--- config.mk ---
export PLATFORM = sky130hd
export DESIGN_NAME = greedy_word_wrap_top_flat
export DESIGN_NICKNAME = d
export VERILOG_FILES = /design/src/gww_pkg.sv /design/src/gww_if.sv /design/src/gww_front.sv /design/src/gww_queue.sv /design/src/gww_back.sv /design/src/greedy_word_wrap_top.sv /design/src/flat_wrapper.sv
export VERILOG_INCLUDE_DIRS = /design/src /design/src/src
export SDC_FILE = /design/constraint.sdc
export NUM_CORES = 1
export LEC_CHECK = 0
export ABC_CLOCK_PERIOD_IN_PS = 22600
export BUFFER_PORTS_ARGS = -buffer_cell sky130_fd_sc_hd__buf_4
export CORE_ASPECT_RATIO = 0.75
export CORE_MARGIN = 8
export CORE_UTILIZATION = 60
export CTS_CLUSTER_DIAMETER = 120
export DETAILED_ROUTE_END_ITERATION = 12
export GPL_TIMING_DRIVEN = 0
export HOLD_SLACK_MARGIN = 0.05
export MAX_ROUTING_LAYER = met4
export PLACE_DENSITY = 0.88
export SYNTH_ARGS = -nofsm -noshare
export SYNTH_HDL_FRONTEND = slang
export SYNTH_HIERARCHICAL = 1
export SYNTH_SLANG_ARGS = --single-unit
--- constraint.sdc ---
create_clock -name i_clk -period 22.6 [get_ports i_clk]
set_input_delay 2.26 -clock i_clk [delete_from_list [all_inputs] [get_ports i_clk]]
set_output_delay 2.26 -clock i_clk [all_outputs]
set_load 0.005 [all_outputs]
--- src/assert_macros.svh ---
// Assertion macros shared by the RTL files.
`ifndef ASSERT_MACROS_SVH
`define ASSERT_MACROS_SVH

// Property checked on each rising clock edge, off while reset is asserted.
`define ASSERT_ALWAYS(label, clk, rst_n, prop, msg) \
    label: assert property (@(posedge clk) disable iff (!rst_n) (prop)) \
        else $error(msg);

// Same-cycle implication, off while reset is asserted.
`define ASSERT_IMPLY(label, clk, rst_n, ante, cons, msg) \
    label: assert property (@(posedge clk) disable iff (!rst_n) (ante) |-> (cons)) \
        else $error(msg);

`endif

--- src/gww_pkg.sv ---
// Shared types and constants of the greedy word wrap block.
`default_nettype none

package gww_pkg;

    localparam int MAX_LINE_DEF = 4096;

    localparam int CH_W     = 8;
    localparam int BRK_W    = 13;
    localparam int CNT_W    = 9;
    localparam int COLS_W   = 10;
    localparam int CELL_W   = 11;
    localparam int CFG_IDX_W = 2;
    localparam int CFG_DATA_W = 10;

    localparam logic [CH_W-1:0] CH_TAB   = 8'h09;
    localparam logic [CH_W-1:0] CH_SPACE = 8'h20;

    localparam logic [2:0] TAB_CELLS  = 3'd4;
    localparam logic [2:0] CHAR_CELLS = 3'd1;

    localparam logic [COLS_W-1:0] WRAP_COLS_RST = 10'd80;
    localparam logic [CNT_W-1:0]  ROWS_LIMIT    = 9'd256;

    localparam int QUEUE_DEPTH = 2;

    localparam logic KIND_BREAK = 1'b0;
    localparam logic KIND_TOTAL = 1'b1;

    typedef enum logic [CFG_IDX_W-1:0] {
        CFG_WRAP_COLS = 2'd0,
        CFG_MAX_ROWS  = 2'd1
    } t_cfg_idx;

    // Classified input item as it travels through the queue.
    typedef struct packed {
        logic is_tab;
        logic is_space;
        logic has_byte;
        logic last;
    } t_item;

    // Effective (clamped) configuration.
    typedef struct packed {
        logic [COLS_W-1:0] cols;
        logic [CNT_W-1:0]  lim;
    } t_cfg;

    typedef struct packed {
        logic             kind;
        logic [BRK_W-1:0] break_pos;
        logic [CNT_W-1:0] row_count;
        logic             end_of_run;
    } t_result;

endpackage

`default_nettype wire

--- src/gww_if.sv ---
// Valid/ready channel interfaces for input items and result items.
`default_nettype none

interface gww_in_if;
    logic       valid;
    logic       ready;
    logic [7:0] ch_byte;
    logic       has_byte;
    logic       last;

    modport source (output valid, output ch_byte, output has_byte, output last,
                    input ready);
    modport sink   (input valid, input ch_byte, input has_byte, input last,
                    output ready);
endinterface

interface gww_out_if;
    logic        valid;
    logic        ready;
    logic        kind;
    logic [12:0] break_pos;
    logic [8:0]  row_count;
    logic        end_of_run;

    modport source (output valid, output kind, output break_pos, output row_count,
                    output end_of_run, input ready);
    modport sink   (input valid, input kind, input break_pos, input row_count,
                    input end_of_run, output ready);
endinterface

`default_nettype wire

--- src/gww_front.sv ---
// Front end: accepts input transactions, classifies the byte, drops idle items.
`default_nettype none

module gww_front (
    gww_in_if.sink          i_in,
    output logic            o_push_valid,
    output gww_pkg::t_item  o_push_item,
    input  logic            i_push_ready
);
    import gww_pkg::*;

    // Idle items (no byte, no end) carry nothing; accept and discard them.
    assign o_push_valid = i_in.valid && (i_in.has_byte || i_in.last);
    assign i_in.ready   = i_push_ready;

    always_comb begin
        o_push_item.is_tab   = i_in.has_byte && (i_in.ch_byte == CH_TAB);
        o_push_item.is_space = i_in.has_byte && (i_in.ch_byte == CH_SPACE);
        o_push_item.has_byte = i_in.has_byte;
        o_push_item.last     = i_in.last;
    end

endmodule

`default_nettype wire

--- src/gww_queue.sv ---
// Short FIFO of classified items between front end and wrap engine.
`default_nettype none
`include "assert_macros.svh"

module gww_queue (
    input  logic           i_clk,
    input  logic           i_rst_n,
    input  logic           i_push_valid,
    input  gww_pkg::t_item i_push_item,
    output logic           o_push_ready,
    output logic           o_pop_valid,
    output gww_pkg::t_item o_pop_item,
    input  logic           i_pop
);
    import gww_pkg::*;

    localparam int PTR_W = (QUEUE_DEPTH > 1) ? $clog2(QUEUE_DEPTH) : 1;
    localparam int CNT_QW = $clog2(QUEUE_DEPTH + 1);
    localparam logic [PTR_W-1:0] LAST_SLOT = PTR_W'(QUEUE_DEPTH - 1);

    t_item             r_mem [QUEUE_DEPTH];
    logic [PTR_W-1:0]  r_wr_ptr, n_wr_ptr;
    logic [PTR_W-1:0]  r_rd_ptr, n_rd_ptr;
    logic [CNT_QW-1:0] r_count, n_count;
    logic              push, pop;

    assign o_push_ready = (r_count != CNT_QW'(QUEUE_DEPTH));
    assign o_pop_valid  = (r_count != '0);
    assign o_pop_item   = r_mem[r_rd_ptr];

    assign push = i_push_valid && o_push_ready;
    assign pop  = i_pop && o_pop_valid;

    always_comb begin
        n_wr_ptr = r_wr_ptr;
        n_rd_ptr = r_rd_ptr;
        n_count  = r_count;
        if (push) begin
            n_wr_ptr = (r_wr_ptr == LAST_SLOT) ? '0 : PTR_W'(r_wr_ptr + 1'b1);
        end
        if (pop) begin
            n_rd_ptr = (r_rd_ptr == LAST_SLOT) ? '0 : PTR_W'(r_rd_ptr + 1'b1);
        end
        if (push && !pop) begin
            n_count = CNT_QW'(r_count + 1'b1);
        end else if (pop && !push) begin
            n_count = CNT_QW'(r_count - 1'b1);
        end
    end

    always_ff @(posedge i_clk) begin
        if (!i_rst_n) begin
            r_wr_ptr <= '0;
            r_rd_ptr <= '0;
            r_count  <= '0;
        end else begin
            r_wr_ptr <= n_wr_ptr;
            r_rd_ptr <= n_rd_ptr;
            r_count  <= n_count;
        end
    end

    always_ff @(posedge i_clk) begin
        if (push) begin
            r_mem[r_wr_ptr] <= i_push_item;
        end
    end

    `ASSERT_ALWAYS(a_count_bound, i_clk, i_rst_n, r_count <= CNT_QW'(QUEUE_DEPTH), "queue count past depth")
    `ASSERT_IMPLY(a_full_blocks, i_clk, i_rst_n, r_count == CNT_QW'(QUEUE_DEPTH), !o_push_ready, "full")
    `ASSERT_IMPLY(a_empty_idle, i_clk, i_rst_n, r_count == '0, !o_pop_valid, "empty queue offers item")

endmodule

`default_nettype wire

--- src/gww_back.sv ---
// Wrap engine: line state, break decisions and the result output register.
`default_nettype none
`include "assert_macros.svh"

module gww_back #(
    parameter int MAX_LINE = gww_pkg::MAX_LINE_DEF
) (
    input  logic           i_clk,
    input  logic           i_rst_n,
    input  gww_pkg::t_cfg  i_cfg,
    input  logic           i_q_valid,
    input  gww_pkg::t_item i_q_item,
    output logic           o_q_pop,
    gww_out_if.source      o_out
);
    import gww_pkg::*;

    localparam int IDX_W = $clog2(MAX_LINE + 1);
    localparam int PW    = (IDX_W > BRK_W) ? IDX_W : BRK_W;
    localparam int SUM_W = CELL_W + 1;
    localparam logic [PW-1:0] LINE_END = PW'(MAX_LINE);

    // line state
    logic [PW-1:0]     r_bi, n_bi;
    logic [PW-1:0]     r_rsp, n_rsp;
    logic [PW-1:0]     r_sp, n_sp;
    logic              r_ss, n_ss;
    logic [CELL_W-1:0] r_rc, n_rc;
    logic [CELL_W-1:0] r_cas, n_cas;
    logic [CNT_W-1:0]  r_rows, n_rows;
    logic              r_sat, n_sat;

    logic [1:0] r_sub;
    logic       r_out_valid;
    t_result    r_out, res;

    logic [2:0]        w;
    logic              active;
    logic              need1, sat1, e1, need2, sat2, e2, sat_new, upd;
    logic [PW-1:0]     brk1, rsp1, rsp2, i_nxt;
    logic [CELL_W-1:0] rc1, rc2;
    logic [CNT_W-1:0]  rows1, rows2;
    logic              ss1;
    logic [1:0]        n_res, last_sub;
    logic              can_load, emit, pop;

    assign w      = i_q_item.is_tab ? TAB_CELLS : CHAR_CELLS;
    assign active = i_q_item.has_byte && !r_sat && (r_bi < LINE_END);
    assign i_nxt  = PW'(r_bi + 1'b1);

    // first break check
    always_comb begin
        need1 = active && ((SUM_W'(r_rc) + SUM_W'(w)) > SUM_W'(i_cfg.cols))
                && (r_bi > r_rsp);
        brk1  = r_ss ? r_sp : r_bi;
        sat1  = need1 && (r_rows >= i_cfg.lim);
        e1    = need1 && !sat1;
        rows1 = e1 ? CNT_W'(r_rows + 1'b1) : r_rows;
        rc1   = e1 ? ((brk1 != r_bi) ? r_cas : '0) : r_rc;
        rsp1  = e1 ? brk1 : r_rsp;
        ss1   = e1 ? 1'b0 : r_ss;
    end

    // second check: only after a break at the last space
    always_comb begin
        need2 = e1 && ((SUM_W'(rc1) + SUM_W'(w)) > SUM_W'(i_cfg.cols))
                && (r_bi > rsp1);
        sat2  = need2 && (rows1 >= i_cfg.lim);
        e2    = need2 && !sat2;
        rows2 = e2 ? CNT_W'(rows1 + 1'b1) : rows1;
        rc2   = e2 ? '0 : rc1;
        rsp2  = e2 ? r_bi : rsp1;
    end

    assign sat_new = sat1 || sat2;
    assign upd     = active && !sat_new;

    assign n_res    = 2'({1'b0, e1}) + 2'({1'b0, e2}) + 2'({1'b0, i_q_item.last});
    assign last_sub = 2'(n_res - 2'd1);

    // result number r_sub of the current item: breaks first, then the total
    always_comb begin
        res.kind       = KIND_TOTAL;
        res.break_pos  = '0;
        res.row_count  = rows2;
        res.end_of_run = (r_sub == last_sub);
        if ((r_sub == 2'd0) && e1) begin
            res.kind      = KIND_BREAK;
            res.break_pos = brk1[BRK_W-1:0];
            res.row_count = '0;
        end else if ((r_sub == 2'd1) && e2) begin
            res.kind      = KIND_BREAK;
            res.break_pos = r_bi[BRK_W-1:0];
            res.row_count = '0;
        end
    end

    assign can_load = !r_out_valid || o_out.ready;
    assign emit     = i_q_valid && can_load && (n_res != 2'd0);
    assign pop      = i_q_valid && ((n_res == 2'd0) || (emit && (r_sub == last_sub)));
    assign o_q_pop  = pop;

    always_comb begin
        n_bi   = r_bi;
        n_rsp  = r_rsp;
        n_sp   = r_sp;
        n_ss   = r_ss;
        n_rc   = r_rc;
        n_cas  = r_cas;
        n_rows = r_rows;
        n_sat  = r_sat;
        if (pop) begin
            if (i_q_item.last) begin
                n_bi   = '0;
                n_rsp  = '0;
                n_sp   = '0;
                n_ss   = 1'b0;
                n_rc   = '0;
                n_cas  = '0;
                n_rows = CNT_W'(1);
                n_sat  = 1'b0;
            end else begin
                n_rows = rows2;
                n_rc   = rc2;
                n_rsp  = rsp2;
                n_ss   = ss1;
                n_sat  = r_sat || sat_new;
                if (upd) begin
                    n_rc = CELL_W'(rc2 + CELL_W'(w));
                    n_bi = i_nxt;
                    if (i_q_item.is_space) begin
                        n_ss  = 1'b1;
                        n_sp  = i_nxt;
                        n_cas = '0;
                    end else begin
                        n_cas = CELL_W'(r_cas + CELL_W'(w));
                    end
                end
            end
        end
    end

    always_ff @(posedge i_clk) begin
        if (!i_rst_n) begin
            r_bi        <= '0;
            r_rsp       <= '0;
            r_sp        <= '0;
            r_ss        <= 1'b0;
            r_rc        <= '0;
            r_cas       <= '0;
            r_rows      <= CNT_W'(1);
            r_sat       <= 1'b0;
            r_sub       <= '0;
            r_out_valid <= 1'b0;
        end else begin
            r_bi   <= n_bi;
            r_rsp  <= n_rsp;
            r_sp   <= n_sp;
            r_ss   <= n_ss;
            r_rc   <= n_rc;
            r_cas  <= n_cas;
            r_rows <= n_rows;
            r_sat  <= n_sat;
            if (emit) begin
                r_sub <= pop ? 2'd0 : 2'(r_sub + 2'd1);
            end
            if (can_load) begin
                r_out_valid <= emit;
            end
        end
    end

    always_ff @(posedge i_clk) begin
        if (emit) begin
            r_out <= res;
        end
    end

    assign o_out.valid      = r_out_valid;
    assign o_out.kind       = r_out.kind;
    assign o_out.break_pos  = r_out.break_pos;
    assign o_out.row_count  = r_out.row_count;
    assign o_out.end_of_run = r_out.end_of_run;

    `ASSERT_IMPLY(a_total_ends_run, i_clk, i_rst_n, r_out_valid && (r_out.kind == KIND_TOTAL), r_out.end_of_run, "total not marked end of run")
    `ASSERT_IMPLY(a_sub_in_range, i_clk, i_rst_n, i_q_valid && (n_res != 2'd0), r_sub < n_res, "result index past item results")
    `ASSERT_ALWAYS(a_rows_range, i_clk, i_rst_n, (r_rows != '0) && (r_rows <= ROWS_LIMIT), "row count out of range")

endmodule

`default_nettype wire

--- src/greedy_word_wrap_top.sv ---
// Top level of the greedy word wrap block: config registers, front end, queue, engine.
//
//  channel  | dir | handshake                | payload
//  ---------+-----+--------------------------+------------------------------------------
//  i_in     | in  | valid / ready            | ch_byte, has_byte, last
//  o_out    | out | valid / ready            | kind, break_pos, row_count, end_of_run
//  cfg      | in  | i_cfg_valid/o_cfg_ready  | i_cfg_index, i_cfg_data
//
// Flow: one input transaction per cycle while the queue has room. An item that yields
//   k results (k <= 3) stays at the queue head until its last result is loaded into the
//   output register; items yielding none retire even while the output is stalled. Break
//   checks and state update are done in the wrap engine on the queue head.
// Reset: synchronous, active low; clears line state, queue and output, and loads
//   an 80-cell row width and a 256-row limit. No clearing pass.
// Stalls: a two-entry queue decouples the front end from the engine; the output
//   register decouples the engine from the consumer. Config writes are always taken.
`default_nettype none

module greedy_word_wrap_top #(
    parameter int MAX_LINE = gww_pkg::MAX_LINE_DEF
) (
    input  logic                              i_clk,
    input  logic                              i_rst_n,
    gww_in_if.sink                            i_in,
    gww_out_if.source                         o_out,
    input  logic                              i_cfg_valid,
    output logic                              o_cfg_ready,
    input  logic [gww_pkg::CFG_IDX_W-1:0]     i_cfg_index,
    input  logic [gww_pkg::CFG_DATA_W-1:0]    i_cfg_data
);
    import gww_pkg::*;

    t_cfg  r_cfg;
    logic  push_valid, push_ready;
    t_item push_item;
    logic  q_valid, q_pop;
    t_item q_item;

    logic [COLS_W-1:0] wr_cols;
    logic [CNT_W-1:0]  wr_rows;

    // Registers are stored already clamped: width 0 acts as 1, row limit in 1..256.
    assign o_cfg_ready = 1'b1;
    assign wr_cols = (i_cfg_data[COLS_W-1:0] == '0) ? COLS_W'(1) : i_cfg_data[COLS_W-1:0];
    always_comb begin
        if (i_cfg_data[CNT_W-1:0] == '0) begin
            wr_rows = CNT_W'(1);
        end else if (i_cfg_data[CNT_W-1:0] > ROWS_LIMIT) begin
            wr_rows = ROWS_LIMIT;
        end else begin
            wr_rows = i_cfg_data[CNT_W-1:0];
        end
    end

    always_ff @(posedge i_clk) begin
        if (!i_rst_n) begin
            r_cfg.cols <= WRAP_COLS_RST;
            r_cfg.lim  <= ROWS_LIMIT;
        end else if (i_cfg_valid && o_cfg_ready) begin
            unique case (i_cfg_index)
                CFG_WRAP_COLS: r_cfg.cols <= wr_cols;
                CFG_MAX_ROWS:  r_cfg.lim  <= wr_rows;
                default: ;  // unused register index: write ignored
            endcase
        end
    end

    gww_front u_front (
        .i_in         (i_in),
        .o_push_valid (push_valid),
        .o_push_item  (push_item),
        .i_push_ready (push_ready)
    );

    gww_queue u_queue (
        .i_clk        (i_clk),
        .i_rst_n      (i_rst_n),
        .i_push_valid (push_valid),
        .i_push_item  (push_item),
        .o_push_ready (push_ready),
        .o_pop_valid  (q_valid),
        .o_pop_item   (q_item),
        .i_pop        (q_pop)
    );

    gww_back #(
        .MAX_LINE (MAX_LINE)
    ) u_back (
        .i_clk     (i_clk),
        .i_rst_n   (i_rst_n),
        .i_cfg     (r_cfg),
        .i_q_valid (q_valid),
        .i_q_item  (q_item),
        .o_q_pop   (q_pop),
        .o_out     (o_out)
    );

endmodule

`default_nettype wire

--- src/flat_wrapper.sv ---
// flat-port wrapper written by rule: the top's interface ports become plain ports
module greedy_word_wrap_top_flat import gww_pkg::*;
#(
    parameter int MAX_LINE = gww_pkg::MAX_LINE_DEF
)
  (i_clk, i_rst_n, i_cfg_valid, o_cfg_ready, i_cfg_index, i_cfg_data, i_in_valid, i_in_ch_byte, i_in_has_byte, i_in_last, i_in_ready, o_out_valid, o_out_kind, o_out_break_pos, o_out_row_count, o_out_end_of_run, o_out_ready);
  gww_in_if i_in_i ();
  gww_out_if o_out_i ();
  input  logic i_clk;
  input  logic i_rst_n;
  input  logic i_cfg_valid;
  output logic o_cfg_ready;
  input  logic [gww_pkg::CFG_IDX_W-1:0] i_cfg_index;
  input  logic [gww_pkg::CFG_DATA_W-1:0] i_cfg_data;
  input wire logic [$bits(i_in_i.valid)-1:0] i_in_valid;
  input wire logic [$bits(i_in_i.ch_byte)-1:0] i_in_ch_byte;
  input wire logic [$bits(i_in_i.has_byte)-1:0] i_in_has_byte;
  input wire logic [$bits(i_in_i.last)-1:0] i_in_last;
  output wire logic [$bits(i_in_i.ready)-1:0] i_in_ready;
  output wire logic [$bits(o_out_i.valid)-1:0] o_out_valid;
  output wire logic [$bits(o_out_i.kind)-1:0] o_out_kind;
  output wire logic [$bits(o_out_i.break_pos)-1:0] o_out_break_pos;
  output wire logic [$bits(o_out_i.row_count)-1:0] o_out_row_count;
  output wire logic [$bits(o_out_i.end_of_run)-1:0] o_out_end_of_run;
  input wire logic [$bits(o_out_i.ready)-1:0] o_out_ready;
  assign i_in_i.valid = i_in_valid;
  assign i_in_i.ch_byte = i_in_ch_byte;
  assign i_in_i.has_byte = i_in_has_byte;
  assign i_in_i.last = i_in_last;
  assign i_in_ready = i_in_i.ready;
  assign o_out_valid = o_out_i.valid;
  assign o_out_kind = o_out_i.kind;
  assign o_out_break_pos = o_out_i.break_pos;
  assign o_out_row_count = o_out_i.row_count;
  assign o_out_end_of_run = o_out_i.end_of_run;
  assign o_out_i.ready = o_out_ready;
  greedy_word_wrap_top #(.MAX_LINE(MAX_LINE)) u_core (.i_clk(i_clk), .i_rst_n(i_rst_n), .i_in(i_in_i), .o_out(o_out_i), .i_cfg_valid(i_cfg_valid), .o_cfg_ready(o_cfg_ready), .i_cfg_index(i_cfg_index), .i_cfg_data(i_cfg_data));
endmodule
==> summary.md, run 1 <==
| Metric | Value |
|---|---|
| Share of layout cells above drive strength 1 | 0.1152 |
| Most common cell in the netlist | nand2_1 |
| Layout Cells excl Fill | 1337 |
| DR DRC count | 0 |
| MaxCap Viol Count | 0 |
| Synthesized netlist cell count | 1053 |
| Dpl ws | 11.94 ns |
| Total wire length | 25670 um |
| Number of global-route vias before repair | about 7.8k |
| Setup bufs post-CTS | 0 |
| Crit-path leading delay family | compound AO/OA/AOI/OAI gates |
| Initial antenna violation count | 0 |
| Later-pin clock latency in the skew report | 0.43 ns |
| Crit path largest cell delay | 0.51 ns |
| Mux share of post-synthesis cell area | 0.03271 |
| Fin. max-slew vios | 0 |
| Post-synthesis cell area | 8951 um^2 |
| Synth top area cells | dfxtp_1 22%, ha_1 12%, edfxtp_1 11% |
| Status | complete, no violations |
| Post-DP HPWL | 19400 um |
| Most instantiated cells after synthesis | 128 x nand2_1, 99 x dfxtp_1, 83 x ha_1 |
| Setup_tns | 0 ns |
| Synth Area in Compound Gates | 0.1726 |
| Post-synth EDFFs | 32 |
| Row cnt | 38 |
| CTS sink cnt | roughly 130 |
| Largest net degree at the start of global routing | 26 |
| Syn Area/Cell | between 8 and 9 um^2 |
| Hold crit path type | register to register |
| Final Cycle Share | 0.4927 |
| YS warnings | 6 |
| Initial core utilization | 0.6173 |
| Synthesis-stage register bit count | approximately 130 |
| Total Routing Usage GR | 0.2789 |
| Antenna Cells | 0 |
| Setup ws final | 11.47 ns |
| Placed Instances | roughly 1.3k |
| Clock Tree Root | clkbuf_16 |
| DR WL/cell | approximately 19 um |
| IO Pins | between 50 and 60 |
| Post-CTS Hold Buffers | 0 |
| CP required | roughly 23 ns |
| CP max stage cell | or4_1 |
| Final Util | 0.7014 |
| First-pass GRT wire length | 40630 um |
| H-tree depth | 4 |
| Fill cells | about 1.1k |
| Register area share after synthesis | 0.3288 |
| Worst Path Arrival | approximately 11 ns |
| Pwr dens | between 70 and 80 nW/um^2 |
| Worst-path clk slew | roughly 0.060 ns |
| Netlist cell types | between 80 and 90 |
| Simple-Gate Fraction of Synth Area | 0.2204 |
| CP Capture Type | register |
| Area growth from synthesis to layout | 13.63% |
| Placed inst area | ~9600 um^2 |
| Crit-path max FO | 10 |
| Fmax | roughly 90 MHz |
| Top_reg_cell synth | dfxtp_1 |
| # resized after CTS | 0 |
| Routed vias | ~8.3k |
| Share of the synthesized area in the top cell type | 0.2214 |
| Final nets | around 1.2k |
| Net count after synthesis | about 1.2k |
| Placer Congestion | 0.9928 |
| Core area | 14500 um^2 |
| Worst vdd ir | 0.05419 mV |
| CTS Buf Count | 17 |
| Final setup violation count | 0 |
| Post-synthesis adder-cell area fraction | 0.1183 |
| Cell taking the most area after synthesis | dfxtp_1 |
| CP Launch Type | register |
| Post-synthesis xor/xnor area fraction | 0.07227 |
| I/O Buffers | 52 |
| Detailed-router iteration count before antenna repair | 6 |
| Largest family of logic cells by synthesized area | simple AND/OR/NAND/NOR gates |
| Overflow after GRT | 0 |
| Initial DRC count | 1217 |
| Final design area excluding fillers | 10170 um^2 |
| Final min period | 11.13 ns |
| Die Ht | ~120 um |
| Crit Path Class | register to register |
| CTS tree | built |
| Pleak | 4.144 nW |
| Number of hold violations in the final report | 0 |
| Clock buffer depth | 2 |
| Die area | ~19000 um^2 |
| Post-synth ARST share | 0 |
| Relative slew slack | 0.4226 |
| Die width | 157.0 um |
| Worst Path Buf+Inv | 8 |
| Clock skew | 0.009742 ns |
| Antenna viol nets, final | 0 |
| Least-Margin Pin Slew | approximately 0.86 ns |
| RSZ-0062 raised after global routing | no |
| Via density | 6.210 |
==> metal layers <==
layer  share of wire  global-route usage
met4           0.023             0.09253
met2            0.41              0.3881
met1            0.43              0.3695
met3            0.14             0.09837
met5               0                   -
==> layout make-up <==
| type | count | area (um^2) | share of cell area |
|---|---|---|---|
| timing repair buffer | 52 | 390.4 | 0.03838 |
| sequential | 131 | 2943 | 0.2893 |
| inverter | 59 | 224.0 | 0.02202 |
| clock inverter | 12 | 127.6 | 0.01255 |
| multi-input combinational | 807 | 5525 | 0.5432 |
| buffer | 56 | 264.0 | 0.02596 |
| tap | 200 | 250.2 | 0.02460 |
| clock buffer | 20 | 446.7 | 0.04392 |
==> logic make-up after synthesis <==
family                     Yosys count
and+or+nand+nor                    385
AOI/OAI and AO/OA                  236
other                                1
buffers and inverters              115
xor gates and xnor gates            73
DFF                                131
adders and majority gates           84
muxes                               28
==> metrics by stage <==
step | hold slack, ns | power, mW
6_report | 0.4586 | 0.7576
5_1_grt | 0.4770 | 0.7871
4_1_cts | 0.4563 | 0.7527
3_5_place_dp | 0.4482 | 0.4808
3_3_place_gp | 0.4416 | 0.4747
2_1_floorplan | 0.4319 | 0.4067
==> registers in the layout, indices dropped and copies added (netlist names), named ones only <==
| signal | count |
|---|---|
| u_core/u_queue/r_wr_ptr | 1 |
| u_core/u_back/r_rc | 11 |
| u_core/r_cfg | 19 |
| u_core/u_back/r_rsp | 13 |
| u_core/u_queue/r_mem | 8 |
| u_core/u_back/r_sat | 1 |
| u_core/u_back/r_sub | 2 |
| u_core/u_queue/r_rd_ptr | 1 |
| u_core/u_back/r_sp | 13 |
| u_core/u_back/o_out.kind | 1 |
| u_core/u_back/o_out.break_pos | 13 |
| u_core/u_back/o_out.valid | 1 |
| u_core/u_back/r_rows | 9 |
| u_core/u_queue/r_count | 2 |
| u_core/u_back/o_out.end_of_run | 1 |
| u_core/u_back/r_cas | 11 |
| u_core/u_back/o_out.row_count | 9 |
| u_core/u_back/r_ss | 1 |
| u_core/u_back/r_bi | 13 |
==> report_power, final <==
group	switching, mW	internal, mW
Clock	0.106	0.166
Sequential	0.0124	0.265
Combinational	0.136	0.0729
==> worst reg2reg max path, delay by kind of cell, from the launching register on <==
family | cells | cell delay, ns
compound gates | 12 | 3.65
simple gates | 15 | 2.48
fa+ha+maj | 6 | 1.99
buf+inv | 8 | 1.63
xor+xnor | 3 | 0.45
mux | 1 | 0.42
flops | 1 | 0.39
==> final timing paths <==
check | from | endpoint | slack [ns] | cells after the start
min reg2reg | u_core/r_cfg[14]$_SDFFE_PN0P_ | u_core/r_cfg[14]$_SDFFE_PN0P_ | 0.46 | 2
max reg2reg | register | u_core/u_back/r_bi[10]$_SDFFE_PN0P_ | 11.47 | 45
min | u_core/r_cfg[14]$_SDFFE_PN0P_ | u_core/r_cfg[14]$_SDFFE_PN0P_ | 0.46 | 2
max | register | u_core/u_back/r_bi[10]$_SDFFE_PN0P_ | 11.47 | 45
==> cell usage in the layout, fill, tap and decap left out, types with 16 or more instances in the layout <==
cell type and count:
mux2i_1 21, nor2_1 57, nand3_1 48, inv_1 56, nor2b_1 25, edfxtp_1 32, ha_1 83, buf_4 61
a21oi_1 64, nand4_1 20, nand2_1 128, o21ai_0 54, xnor2_1 40, and3_1 16, xor2_1 32, dfxtp_1 99
clkbuf_1 36, clkbuf_16 17, a22o_1 25
Power figures use the tool's default switching activity.
==> run 2, diff against run 1 <==
Settings changed: ABC_AREA from default to 1, ABC_CLOCK_PERIOD_IN_PS 22600 to 9300, CORE_UTILIZATION 60 to 56, PLACE_DENSITY 0.88 to 0.86.
Clock period 22.6 ns to 9.3 ns, I/O delays scaled along.
==> run 2 against run 1 <==
Effect of this change: core utilization shrank 4.3 points; final cell count grew 19%; worst hold slack improved by 0.0031 ns; non-clock buffer count shrank 10; clock power grew 150%; area after synthesis up 3.0%; critical path type unchanged; largest power group is now combinational cells.
==> summary.md, run 2 <==
| Metric | Value |
|---|---|
| Hold_sp | u_core/r_cfg[3]$_SDFFE_PN0P_ (was u_core/r_cfg[14]$_SDFFE_PN0P_) |
| Final setup violation count | 0 (unchanged) |
| YS warnings | 6 (unchanged) |
| Reg power frac | 0.316 (was 0.366) |
| CTS tree | built (unchanged) |
| Least-Margin Pin Slew | 0.7641 ns (was 0.8645 ns) |
| Top_reg_cell synth | dfxtp_1 (unchanged) |
| CTS Buf Count | 17 (unchanged) |
| Final nets | 1481 (was 1235) |
| R2R setup slack | 0.57 ns (was 11.47 ns) |
| Synth top area cells | dfxtp_1 21%, nand2_1 13%, ha_1 11% (was dfxtp_1 22%, ha_1 12%, edfxtp_1 11%) |
| Final Cycle Share | 0.9384 (was 0.4927) |
| Total wire length | 27070 um (was 25670 um) |
| Share of layout cells above drive strength 1 | 0.1330 (was 0.1152) |
| Layout Cells excl Fill | 1594 (was 1337) |
| Initial DRC count | 1165 (was 1217) |
| Biggest register | u_core/r_cfg (unchanged) |
| Post-synth ARST share | 0 (unchanged) |
| Cell taking the most area after synthesis | dfxtp_1 (unchanged) |
| Number of hold violations in the final report | 0 (unchanged) |
| Netlist cell types | 60 (was 84) |
| Core area | 16070 um^2 (was 14500 um^2) |
| Combinational share of power | 0.395 (was 0.275) |
| Placed Instances | 1559 (was 1305) |
| Hold Path End | u_core/r_cfg[3]$_SDFFE_PN0P_ (was u_core/r_cfg[14]$_SDFFE_PN0P_) |
| Net Sw Frac | 0.3971 (was 0.3352) |
| CP required | 9.65 ns (was 22.93 ns) |
| Most common cell after layout, fill and taps aside | nand2_1 (unchanged) |
| Overflow after GRT | 0 (unchanged) |
| Initial antenna violation count | 1 (was 0) |
| CP max stage cell | fa_1 (was or4_1) |
| Total Routing Usage GR | 0.2648 (was 0.2789) |
| Pleak | 4.781 nW (was 4.144 nW) |
| Fmax | 114.6 MHz (was 89.81 MHz) |
| Post-DP HPWL | 20290 um (was 19400 um) |
| Post-synthesis cell area | 9221 um^2 (was 8951 um^2) |
| Share of the synthesized area in the top cell type | 0.2149 (was 0.2214) |
| Placed inst area | 9902 um^2 (was 9592 um^2) |
| Worst Path Arrival | 9.08 ns (was 11.46 ns) |
| Largest net degree at the start of global routing | 17 (was 26) |
| Via density | 5.837 (was 6.210) |
| IO Pins | 54 (unchanged) |
| H-tree depth | 4 (unchanged) |
| Worst-path clk slew | 0.06 ns (about the same) |
| Clock Tree Root | clkbuf_16 (unchanged) |
| Min Hold Slack | 0.4617 ns (was 0.4586 ns) |
| Crit Path Class | register to register (unchanged) |
| Net count after synthesis | 1406 (was 1164) |
| Synthesis-stage register bit count | 131 (unchanged) |
| NetSw | 0.9297 mW (was 0.2539 mW) |
| Reg2reg end | u_core/u_back/r_bi[1]$_SDFFE_PN0P_ (was u_core/u_back/r_bi[10]$_SDFFE_PN0P_) |
| Setup_tns | 0 ns (unchanged) |
| Area growth from synthesis to layout | 14.71% (was 13.63%) |
| Crit-path max FO | 19 (was 10) |
| RSZ-0062 raised after global routing | no (unchanged) |
| Power Internal | 1.411 mW (was 0.5036 mW) |
| Setup ws final | 0.5728 ns (was 11.47 ns) |
| Later-pin clock latency in the skew report | 0.43 ns (about the same) |
| Crit path largest cell delay | 0.49 ns (was 0.51 ns) |
| CP Launch Type | register (unchanged) |
| Register area share after synthesis | 0.3191 (was 0.3288) |
| Final min period | 8.727 ns (was 11.13 ns) |
| Number of global-route vias before repair | 8752 (was 7844) |
| Largest register FFs | 19 (unchanged) |
| Detailed-router iteration count before antenna repair | 11 (was 6) |
| Routed vias | 9304 (was 8303) |
| MaxCap Viol Count | 0 (unchanged) |
| Worst reg2reg path depth | 48 (was 45) |
| CP Capture Type | register (unchanged) |
| Status | complete, no violations (unchanged) |
| First-pass GRT wire length | 42970 um (was 40630 um) |
| Die width | 164.2 um (was 157.0 um) |
| Most frequent CP cell | nand2_1 |
| Placer Congestion | 0.9576 (was 0.9928) |
| Clock buffer depth | 2 (unchanged) |
| CTS sink cnt | 131 (unchanged) |
| Most frequent cells in the layout | 310 x nand2_1, 165 x inv_1, 123 x nor2_1, 98 x a21oi_1, 98 x dfxtp_1 (was 128 x nand2_1, 99 x dfxtp_1, 83 x ha_1, 64 x a21oi_1, 61 x buf_4) |
| Synthesized netlist cell count | 1295 (was 1053) |
| Fin. max-slew vios | 0 (unchanged) |
| Row cnt | 40 (was 38) |
| Die area | 20870 um^2 (was 19120 um^2) |
| Worst vdd ir | 0.1364 mV (was 0.05419 mV) |
| Hold Path Depth | 2 (unchanged) |
| I/O Buffers | 52 (unchanged) |
| DR DRC count | 0 (unchanged) |
| Most instantiated cells after synthesis | 311 x nand2_1, 166 x inv_1, 124 x nor2_1 (was 128 x nand2_1, 99 x dfxtp_1, 83 x ha_1) |
| Antenna viol nets, final | 0 (unchanged) |
| Clock skew | 0.008291 ns (was 0.009742 ns) |
| Relative slew slack | 0.4906 (was 0.4226) |
| Pwr dens | 221.3 nW/um^2 (was 74.48 nW/um^2) |
| Syn Area/Cell | 7.121 um^2 (was 8.501 um^2) |
| Clk pwr share | 0.289 (was 0.358) |
| Post-synth EDFFs | 32 (unchanged) |
| Die Ht | 127.1 um (was 121.8 um) |
| Dpl ws | -0.4461 ns (was 11.94 ns) |
| Initial core utilization | 0.5740 (was 0.6173) |
| Hold crit path type | register to register (unchanged) |
| Final design area excluding fillers | 10580 um^2 (was 10170 um^2) |
| Most common cell in the netlist | nand2_1 (unchanged) |
| DR WL/cell | 16.98 um (was 19.20 um) |
[run 2: what timing repair did]
item                       in CTS  in global routing
gates resized for setup        11                 16
setup endpoints to repair      62                 78
pin swaps                       1                  2
buffers inserted                2                  1
hold buffers                    0                  0
[run 2: worst max-delay path by stage]
stage / cells past startpoint / from / end
floorplan: 42 / register / u_core/u_back/r_sub[0]$_SDFFE_PN0P_
finish: 48 / register / u_core/u_back/r_bi[1]$_SDFFE_PN0P_
detailed placement: 47 / register / u_core/u_back/r_rows[5]$_SDFFE_PN0P_
CTS: 47 / register / u_core/u_back/r_rsp[0]$_SDFFE_PN0P_
global placement: 42 / register / u_core/u_back/r_sub[1]$_SDFFE_PN0P_
global route: 52 / register / u_core/u_queue/r_count[1]$_SDFFE_PN0P_
[run 2: cell type report]
| type | count | area (um^2) |
|---|---|---|
| sequential | 131 | 2944 |
| inverter | 176 | 666.9 |
| tap | 210 | 262.8 |
| multi-input combinational | 946 | 5411 |
| clock buffer | 23 | 489.2 |
| antenna | 1 | 2.502 |
| timing repair buffer | 57 | 435.4 |
| fill | 1360 | 5488 |
| clock inverter | 9 | 102.6 |
| buffer | 41 | 262.8 |
[run 2: through the flow]
step	total power, mW	utilization
finish	2.341	0.6584
global route	2.464	0.6584
CTS	2.312	0.6554
detailed placement	1.613	0.6164
global placement	1.577	0.6146
floorplan	1.308	-
[run 2: logic make-up (layout without fill, tap and decap cells)]
logic type / Yosys count / count (layout) / share of synthesized area
adder cells (fa/ha/maj): 84 / 84 / 0.1148
AO/OA/AOI/OAI: 244 / 244 / 0.1550
buffers and inverters: 218 / 306 / 0.09905
XOR/XNOR: 30 / 30 / 0.02849
multiplexers: 4 / 4 / 0.004884
AND/OR/NAND/NOR: 583 / 583 / 0.2783
other: 1 / 2 / 0.0004067
flip-flops: 131 / 131 / 0.3191
[run 2: per-layer routing]
metal | global-route usage | share of wire
met4 | 0.09867 | 0.023
met5 | - | 0
met3 | 0.07510 | 0.13
met2 | 0.3760 | 0.42
met1 | 0.3510 | 0.43
[run 2: power groups by stage]
stage          clock network, mW  registers [mW]  logic [mW]
2_1_floorplan                  0           0.737       0.571
3_3_place_gp                   0           0.748       0.828
3_5_place_dp                   0           0.748       0.865
4_1_cts                    0.683           0.736       0.893
5_1_grt                    0.706           0.750        1.01
6_report                   0.676           0.741       0.925
[run 2: worst max-delay path, delay by kind of cell (launching register included)]
family	cells	cell delay (ns)
AOI/OAI and AO/OA	8	1.47
and+or+nand+nor	22	2.74
adders and majority gates	8	2.15
muxes	1	0.37
buffers and inverters	8	1.36
xor gates and xnor gates	1	0.16
DFF	1	0.37
